$ cat src/hdl/linear_probing_slot_allocator_assert.svh
// ---------------------------------------------------------------------------
// Assertion macros for the linear probing slot allocator
// Clocked property checks, compiled out when SYNTHESIS is defined.
// ---------------------------------------------------------------------------
`ifndef LINEAR_PROBING_SLOT_ALLOCATOR_ASSERT_SVH
`define LINEAR_PROBING_SLOT_ALLOCATOR_ASSERT_SVH

`ifndef SYNTHESIS
// check prop at every edge outside reset
`define LPSA_ASSERT(label, clk, rstn, prop, msg) \
    label: assert property (@(posedge clk) disable iff (!rstn) (prop)) else $error(msg);
// check prop at every edge, reset included
`define LPSA_ASSERT_ALWAYS(label, clk, prop, msg) \
    label: assert property (@(posedge clk) (prop)) else $error(msg);
`else
`define LPSA_ASSERT(label, clk, rstn, prop, msg)
`define LPSA_ASSERT_ALWAYS(label, clk, prop, msg)
`endif

`endif

$ cat src/hdl/lpsa_pkg.sv
// ---------------------------------------------------------------------------
// lpsa_pkg
// Shared types and constants of the linear probing slot allocator.
// ---------------------------------------------------------------------------
package lpsa_pkg;

    // default slot capacity of the map memory
    localparam int MAX_SLOTS_DEF = 1024;

    // fixed field widths
    localparam int MEMBER_W   = 31;
    localparam int CFG_W      = 11;
    localparam int SLOT_IDX_W = 10;

    // batch tag width of a map entry; tag zero marks a free entry
    localparam int EPOCH_W = 8;

    // table size after reset
    localparam logic [CFG_W-1:0] TABLE_SIZE_RST = 11'd1024;

    // request payload
    typedef struct packed {
        logic [MEMBER_W-1:0] member_id;
        logic                last_request;
    } req_t;

    // result payload
    typedef struct packed {
        logic [SLOT_IDX_W-1:0] slot_index;
        logic                  table_full;
    } resp_t;

    // control sequencer states
    typedef enum logic [4:0] {
        S_CLEAR  = 5'b00001,
        S_IDLE   = 5'b00010,
        S_DIV    = 5'b00100,
        S_PROBE  = 5'b01000,
        S_FINISH = 5'b10000
    } state_t;

endpackage

$ cat src/hdl/lpsa_mod_unit.sv
// ---------------------------------------------------------------------------
// lpsa_mod_unit
// Restoring remainder unit: one dividend bit per cycle.
// ---------------------------------------------------------------------------
module lpsa_mod_unit
    import lpsa_pkg::*;
#(
    parameter int DVD_W = MEMBER_W,
    parameter int DSR_W = 11
) (
    input  logic             aclk,
    input  logic             aresetn,
    input  logic             start,
    input  logic [DVD_W-1:0] dividend,
    input  logic [DSR_W-1:0] divisor,
    output logic             done,
    output logic [DSR_W-1:0] remainder
);

    localparam int STEP_W = $clog2(DVD_W + 1);

    logic              busy_reg, busy_next;
    logic              done_reg, done_next;
    logic [STEP_W-1:0] step_reg, step_next;
    logic [DVD_W-1:0]  dvd_reg, dvd_next;
    logic [DSR_W-1:0]  rem_reg, rem_next;
    logic [DSR_W:0]    trial;

    // shift in the next dividend bit and subtract when it fits
    always_comb begin
        busy_next = busy_reg;
        done_next = 1'b0;
        step_next = step_reg;
        dvd_next  = dvd_reg;
        rem_next  = rem_reg;
        trial     = {rem_reg, dvd_reg[DVD_W-1]};
        if (start) begin
            busy_next = 1'b1;
            step_next = '0;
            dvd_next  = dividend;
            rem_next  = '0;
        end else if (busy_reg) begin
            if (trial >= {1'b0, divisor}) begin
                rem_next = DSR_W'(trial - {1'b0, divisor});
            end else begin
                rem_next = trial[DSR_W-1:0];
            end
            dvd_next  = {dvd_reg[DVD_W-2:0], 1'b0};
            step_next = step_reg + STEP_W'(1);
            if (step_reg == STEP_W'(DVD_W - 1)) begin
                busy_next = 1'b0;
                done_next = 1'b1;
            end
        end
    end

    // control state
    always_ff @(posedge aclk) begin
        if (!aresetn) begin
            busy_reg <= 1'b0;
            done_reg <= 1'b0;
            step_reg <= '0;
        end else begin
            busy_reg <= busy_next;
            done_reg <= done_next;
            step_reg <= step_next;
        end
    end

    // datapath
    always_ff @(posedge aclk) begin
        dvd_reg <= dvd_next;
        rem_reg <= rem_next;
    end

    assign done      = done_reg;
    assign remainder = rem_reg;

endmodule

$ cat config.mk
export PLATFORM = sky130hd
export DESIGN_NAME = lpsa_mod_unit
export DESIGN_NICKNAME = d
export VERILOG_FILES = /design/src/hdl/linear_probing_slot_allocator_assert.svh /design/src/hdl/lpsa_pkg.sv /design/src/hdl/lpsa_mod_unit.sv
export SDC_FILE = /design/constraint.sdc
export NUM_CORES = 1
export LEC_CHECK = 0
export ABC_AREA = 1
export BUFFER_PORTS_ARGS = -buffer_cell sky130_fd_sc_hd__buf_2
export CORE_ASPECT_RATIO = 1.2
export CORE_UTILIZATION = 30
export DETAILED_ROUTE_END_ITERATION = 10
export PLACE_DENSITY = 0.52
export RECOVER_POWER = 100
export REMOVE_ABC_BUFFERS = 1
export SLEW_MARGIN = 20
export SYNTH_ARGS = -nofsm -noshare
export SYNTH_HDL_FRONTEND = slang
export SYNTH_SLANG_ARGS = --single-unit
$ cat constraint.sdc
create_clock -name aclk -period 5.1 [get_ports aclk]
set_input_delay 0.51 -clock aclk [delete_from_list [all_inputs] [get_ports aclk]]
set_output_delay 0.51 -clock aclk [all_outputs]
set_load 0.03 [all_outputs]
Yosys cells after proc, flatten, opt, wreduce, memory -nomap -nowiden
Index checks and enable logic that the tools add are counted.
W data, S select, Z words.

word-level totals
  bits in registers = 49
  output and inout port bits = 12
  ROM bits = 0
  RAM bits = 0
  latch bits = 0
  memories = 0

operators by class
  shift-type cells = 0
  bitwise operators = 2
  reduce and logical (&&, ||, !) cells = 3
  magnitude comparators = 1
  add/subtract/negate cells = 2
  $mul = 0
  muxes and demuxes = 7
  eq/ne operators = 1
  divide/modulo/power cells = 0

operators with widths
  cell                   count
  $mux W31               2
  $ge A12 B11 Y1         1
  $mux W11               1
  $sub A11 B11 Y11       1
  $add A5 B1 Y5 const B  1
  $eq A5 B5 Y1 const B   1
  $mux W1                4
  $reduce_or A3 Y1       1
  $not A1 Y1             2
  $reduce_bool A2 Y1     1
  $reduce_or A2 Y1       1

Longest topological paths before layout
  word-level depth = 4
  gate-level depth with buffers = 15
  gate-level depth less buffers = 14

Worst setup path after synthesis
No wires, ideal clock.

  path kind = input to register
  start point = in divisor[0]
  end point = reg rem_reg[2], in the netlist remainder[2]
  required time = 4.952 ns
  data arrival time = 1.869 ns
  buffers on the path = 1
  library setup time = 0.148 ns
  stages = 13
  path slack = 3.082 ns
  cells stage by stage = ha_1 fa_1 inv_1 nand2_1 nand2_1 nand2_2 nand2_1 nand2_2 nand3_2 buf_6 nand2_1 nand3_2 o21ai_2

between the ends
  longest elaborated chain between the ends = 2
  elaborated cells on any way between the ends = 3

ends and longest elaborated chain
  element                                                    line                                      source
  start: declaration                                         lpsa_mod_unit.sv:15                       input logic [DSR_W-1:0] divisor,
  $sub A11 B11 Y11 / $ge A12 B11 Y1 (equally long branches)  lpsa_mod_unit.sv:44, lpsa_mod_unit.sv:43
  $mux W11 *                                                 lpsa_mod_unit.sv:43                       if (trial >= {1'b0, divisor}) begin
  end signal: assignment                                     lpsa_mod_unit.sv:73                       rem_reg <= rem_next;
  end: declaration                                           lpsa_mod_unit.sv:26                       logic [DSR_W-1:0] rem_reg, rem_next;

Every way passes the cells marked *; elsewhere a longest branch is shown, timed or not.
A chain may end at the register's enable or synchronous reset.

Final worst setup path
  start point = in start
  end point = reg dvd_reg[7], data pin

between the ends
  longest elaborated chain between the ends = 1

ends and longest elaborated chain
  element                 line                 source
  start: declaration      lpsa_mod_unit.sv:13  input logic start,
  $mux W31                lpsa_mod_unit.sv:37  if (start) begin
  net dvd_next[7]         lpsa_mod_unit.sv:25  logic [DVD_W-1:0] dvd_reg, dvd_next;
  end signal: assignment  lpsa_mod_unit.sv:72  dvd_reg <= dvd_next;
  end: declaration        lpsa_mod_unit.sv:25

The timed path passes the listed nets, and every way through them passes these cells.

==> reports/summary.txt <==
RUN STATUS
----------------------------------------------------------------------------------
Outcome .............................................................    completed

CLOCK NETWORK
----------------------------------------------------------------------------------
Quantity of gates resized following cts .............................            0
Clock root buffer ................................................... sky130_fd_sc_hd__clkbuf_16
H-Tree Level Count ..................................................            2
Total CTS buffers ...................................................            5
Clock latency on the worst-skew pair ................................      0.28 ns
Number of buffers added for setup after CTS .........................            0
Clock slew seen by the registers of the worst setup and hold paths ..      0.06 ns
Number of sinks handled by clock tree synthesis .....................           49
Count of hold-fix buffers inserted at cts ...........................            0
TritonCTS clock tree ................................................        built
Buffer levels on the longest clock path .............................            2

FLOORPLAN
----------------------------------------------------------------------------------
Placeable core region ...............................................    9515 um^2
Number of top-level pins ............................................           57
X dimension of the die ..............................................     92.22 um
Standard-cell rows ..................................................           39
DIE HEIGHT ..........................................................     110.3 um
Area of the die .....................................................   10170 um^2
Initial core utilization ............................................       0.3080

LOGIC SYNTHESIS
----------------------------------------------------------------------------------
Cell Area, Synth ....................................................    2930 um^2
Sequential-to-total area share from yosys stat ......................       0.4406
Gate count after technology mapping .................................          391
Flip-flop and latch count after synthesis ...........................           49
Most common cell in the synthesized netlist ......................... sky130_fd_sc_hd__nand2_1
Cell types occupying the most area after synthesis .................. sky130_fd_sc_hd__edfxtp_1, sky130_fd_sc_hd__nand2_1, sky130_fd_sc_hd__dfxtp_1
Synth top cells by count ............................................ sky130_fd_sc_hd__nand2_1, sky130_fd_sc_hd__inv_1, sky130_fd_sc_hd__edfxtp_1
Avg Synthesized Cell Area ...........................................   7.494 um^2
Dominant synthesized flop cell ...................................... sky130_fd_sc_hd__edfxtp_1
Warning count from the yosys run ....................................            0
Yosys top cell area share ...........................................       0.3177
Share of async-settable or async-resettable flops after synthesis ...            0
Distinct cells, synth ...............................................           27
Post-synthesis cell type with the largest combined area ............. sky130_fd_sc_hd__edfxtp_1
Number of enable-type register cells in the synthesized netlist .....           31

FINISH
----------------------------------------------------------------------------------
Area of combinational cells with multiple inputs ....................    1309 um^2
Net count, final ....................................................          500
Flip-flop count of the largest register, all copies and words added .           31
Number of diodes ....................................................            0
Fraction of final layout cells sized beyond drive strength 1 ........       0.1538
Number of filler cells placed in the layout .........................         1043
Area occupied by registers ..........................................    1291 um^2
Area growth syn-to-layout ...........................................       15.84%

TIMING
----------------------------------------------------------------------------------
Peak clock frequency supported by timing ............................    373.5 MHz
Worst hold-check slack ..............................................    0.4808 ns
RSZ-0062 raised after global routing ................................           no
Slew Limit Fails ....................................................            0
Time the worst path needs with I/O delays and setup .................     2.678 ns
Total Negative Setup Slacks .........................................         0 ns
Max-slew headroom ...................................................      0.03354
Layout Skew .........................................................  0.002595 ns
Crit share post-route ...............................................       0.5250
Transition time at the pin with the least slew margin ...............     1.450 ns
Final number of hold-violating endpoints ............................            0
Final setup vio count ...............................................            0

WORST SETUP PATH
----------------------------------------------------------------------------------
Crit-path leading delay family ...................................... buffers and inverters
Cell repeated most along the worst path ............................. sky130_fd_sc_hd__nand2_1
Critical Path Fanout Max ............................................           35
Arr. time, crit path ................................................      2.71 ns
Kind of capture point of the worst setup path .......................         flop
Capturing element of the worst setup path ........................... dvd_reg[7]$_DFFE_PP_
CP Launch Type ...................................................... primary input
Number of buffers and inverters on the critical path ................            2
Worst setup path start ..............................................        start
Cell count along the critical path ..................................            4
Crit-path max cell delay ............................................      1.03 ns
Type of the worst setup path ........................................    in -> reg
Crit path required time .............................................      5.14 ns
Series of cell instances along the critical path .................... clkbuf_1 -> inv_1 -> nand2_1 -> nand2_1
Worst-path cell with the longest stage delay ........................ sky130_fd_sc_hd__clkbuf_1
Cells on worst reg2reg path .........................................           13
RR Endpoint ......................................................... remainder[2]$_SDFFE_PP0P_
Internal reg-to-reg setup slack .....................................      2.87 ns
Source of the worst register-to-register timing path ................ dvd_reg[30]$_DFFE_PP_

DETAILED ROUTING
----------------------------------------------------------------------------------
First-pass DRT Iterations ...........................................            4
Antenna Violating Nets Remaining ....................................            0
Residual DRC ........................................................            0
Number of DRC violations after detailed-routing iteration 0 .........          105
Routed vias .........................................................         2527
Via-per-instance ratio ..............................................        4.473
Wire length after detailed routing ..................................      6439 um
Average wire per cell in the routed design ..........................     11.40 um

POWER
----------------------------------------------------------------------------------
Total power density per cell area ................................... 262.3 nW/um^2
Static leakage ......................................................     1.745 nW
Total power .........................................................  0.0008904 W
IR Drop Worst-Case VDD ..............................................  0.0002005 V

GRT
----------------------------------------------------------------------------------
Global-route congestion overflow total ..............................            0
Antenna violations before repair ....................................            0
Via count of the first global-routing pass ..........................         2461
Global-route wire length before repair ..............................     10960 um
Aggregate global-route resource usage ...............................       0.1358
Pin count of the biggest net entering global routing ................           37

HOLD PATH
----------------------------------------------------------------------------------
Tightest Hold Check Type ............................................   reg -> reg

PLACED DESIGN
----------------------------------------------------------------------------------
Detailed-placement wirelength estimate ..............................      4890 um
Count of buffers from port buffering ................................           56
Final estimated routing congestion in global placement ..............       0.8434

FLOW RUN
----------------------------------------------------------------------------------
Maximum capacitance violations ......................................            0

==> per-stage QoR <==
step	std cells	cell area, um^2	utilization	setup WS, ns
finish	565	3395	0.3567	2.422
global route	565	3395	0.3567	2.041
CTS	565	3415	0.3588	2.880
detailed placement	557	3278	0.3445	2.640
global placement	557	3278	0.3445	2.715
floorplan	377	2836	-	2.974
==> kinds of logic after synthesis <==
group / share of synthesized area
AOI/OAI and AO/OA: 0.03202
buffers and inverters: 0.1114
adders and majority gates: 0.06234
DFF: 0.4406
xor gates and xnor gates: 0.008968
and+or+nand+nor: 0.3446
==> worst register-to-register path: stages (launching register included) <==
cell	delay (ns)
sky130_fd_sc_hd__edfxtp_1	0.32
sky130_fd_sc_hd__inv_1	0.06
sky130_fd_sc_hd__ha_1	0.21
sky130_fd_sc_hd__fa_1	0.41
sky130_fd_sc_hd__inv_1	0.11
sky130_fd_sc_hd__nand2_1	0.06
sky130_fd_sc_hd__nand2_1	0.09
sky130_fd_sc_hd__nand2_2	0.06
sky130_fd_sc_hd__nand2_1	0.07
sky130_fd_sc_hd__nand2_2	0.15
sky130_fd_sc_hd__nand3_2	0.28
sky130_fd_sc_hd__nand2_1	0.12
sky130_fd_sc_hd__nand3_2	0.07
sky130_fd_sc_hd__o21ai_0	0.08
==> how the worst min path moves through the flow <==
stage / depth (start not counted) / slack [ns] / end / startpoint
detailed placement: 1 / 0.46 / step_reg[4]$_SDFFE_PP0P_ / step_reg[4]$_SDFFE_PP0P_
CTS: 3 / 0.48 / dvd_reg[0]$_SDFFCE_PN0P_ / dividend[0]
finish: 1 / 0.48 / step_reg[4]$_SDFFE_PP0P_ / step_reg[4]$_SDFFE_PP0P_
global placement: 1 / 0.45 / step_reg[4]$_SDFFE_PP0P_ / step_reg[4]$_SDFFE_PP0P_
global route: 3 / 0.48 / dvd_reg[0]$_SDFFCE_PN0P_ / dividend[0]
floorplan: 1 / 0.42 / step_reg[4]$_SDFFE_PP0P_ / step_reg[4]$_SDFFE_PP0P_
==> metal layers <==
layer  global-route usage  part of all wire
met5                    0                 0
met3              0.02263             0.037
met1               0.1553              0.44
met2               0.2489              0.50
met4              0.06138             0.025
==> power by group <==
part           switching [W]  leakage (nW)  internal (W)  total, W
combinational      0.0000716          1.21     0.0000428  0.000114
clock               0.000129        0.0655      0.000180  0.000310
sequential         0.0000102         0.465      0.000456  0.000466
==> cell type report <==
type                    count  area share
clock buffers               7     0.03907
clock inverters             1    0.001106
inverters                  62     0.06856
multi-input cells         266      0.3856
flip-flops and latches     49      0.3804
well taps                 123     0.04534
repair buffers             57     0.07999
==> cell usage in the layout, fill, tap and decap left out, drive strengths merged, types with 3 or more instances in the layout <==
master and count:
nand2 170, inv 62, buf 44, edfxtp 31, nand3 28, clkbuf 20, dfxtp 18, nand4 15
nor2 15, ha 13, o21ai 8, a21oi 8, nor3 3, xor2 3
Note: power is estimated with default switching activity, not from simulation.
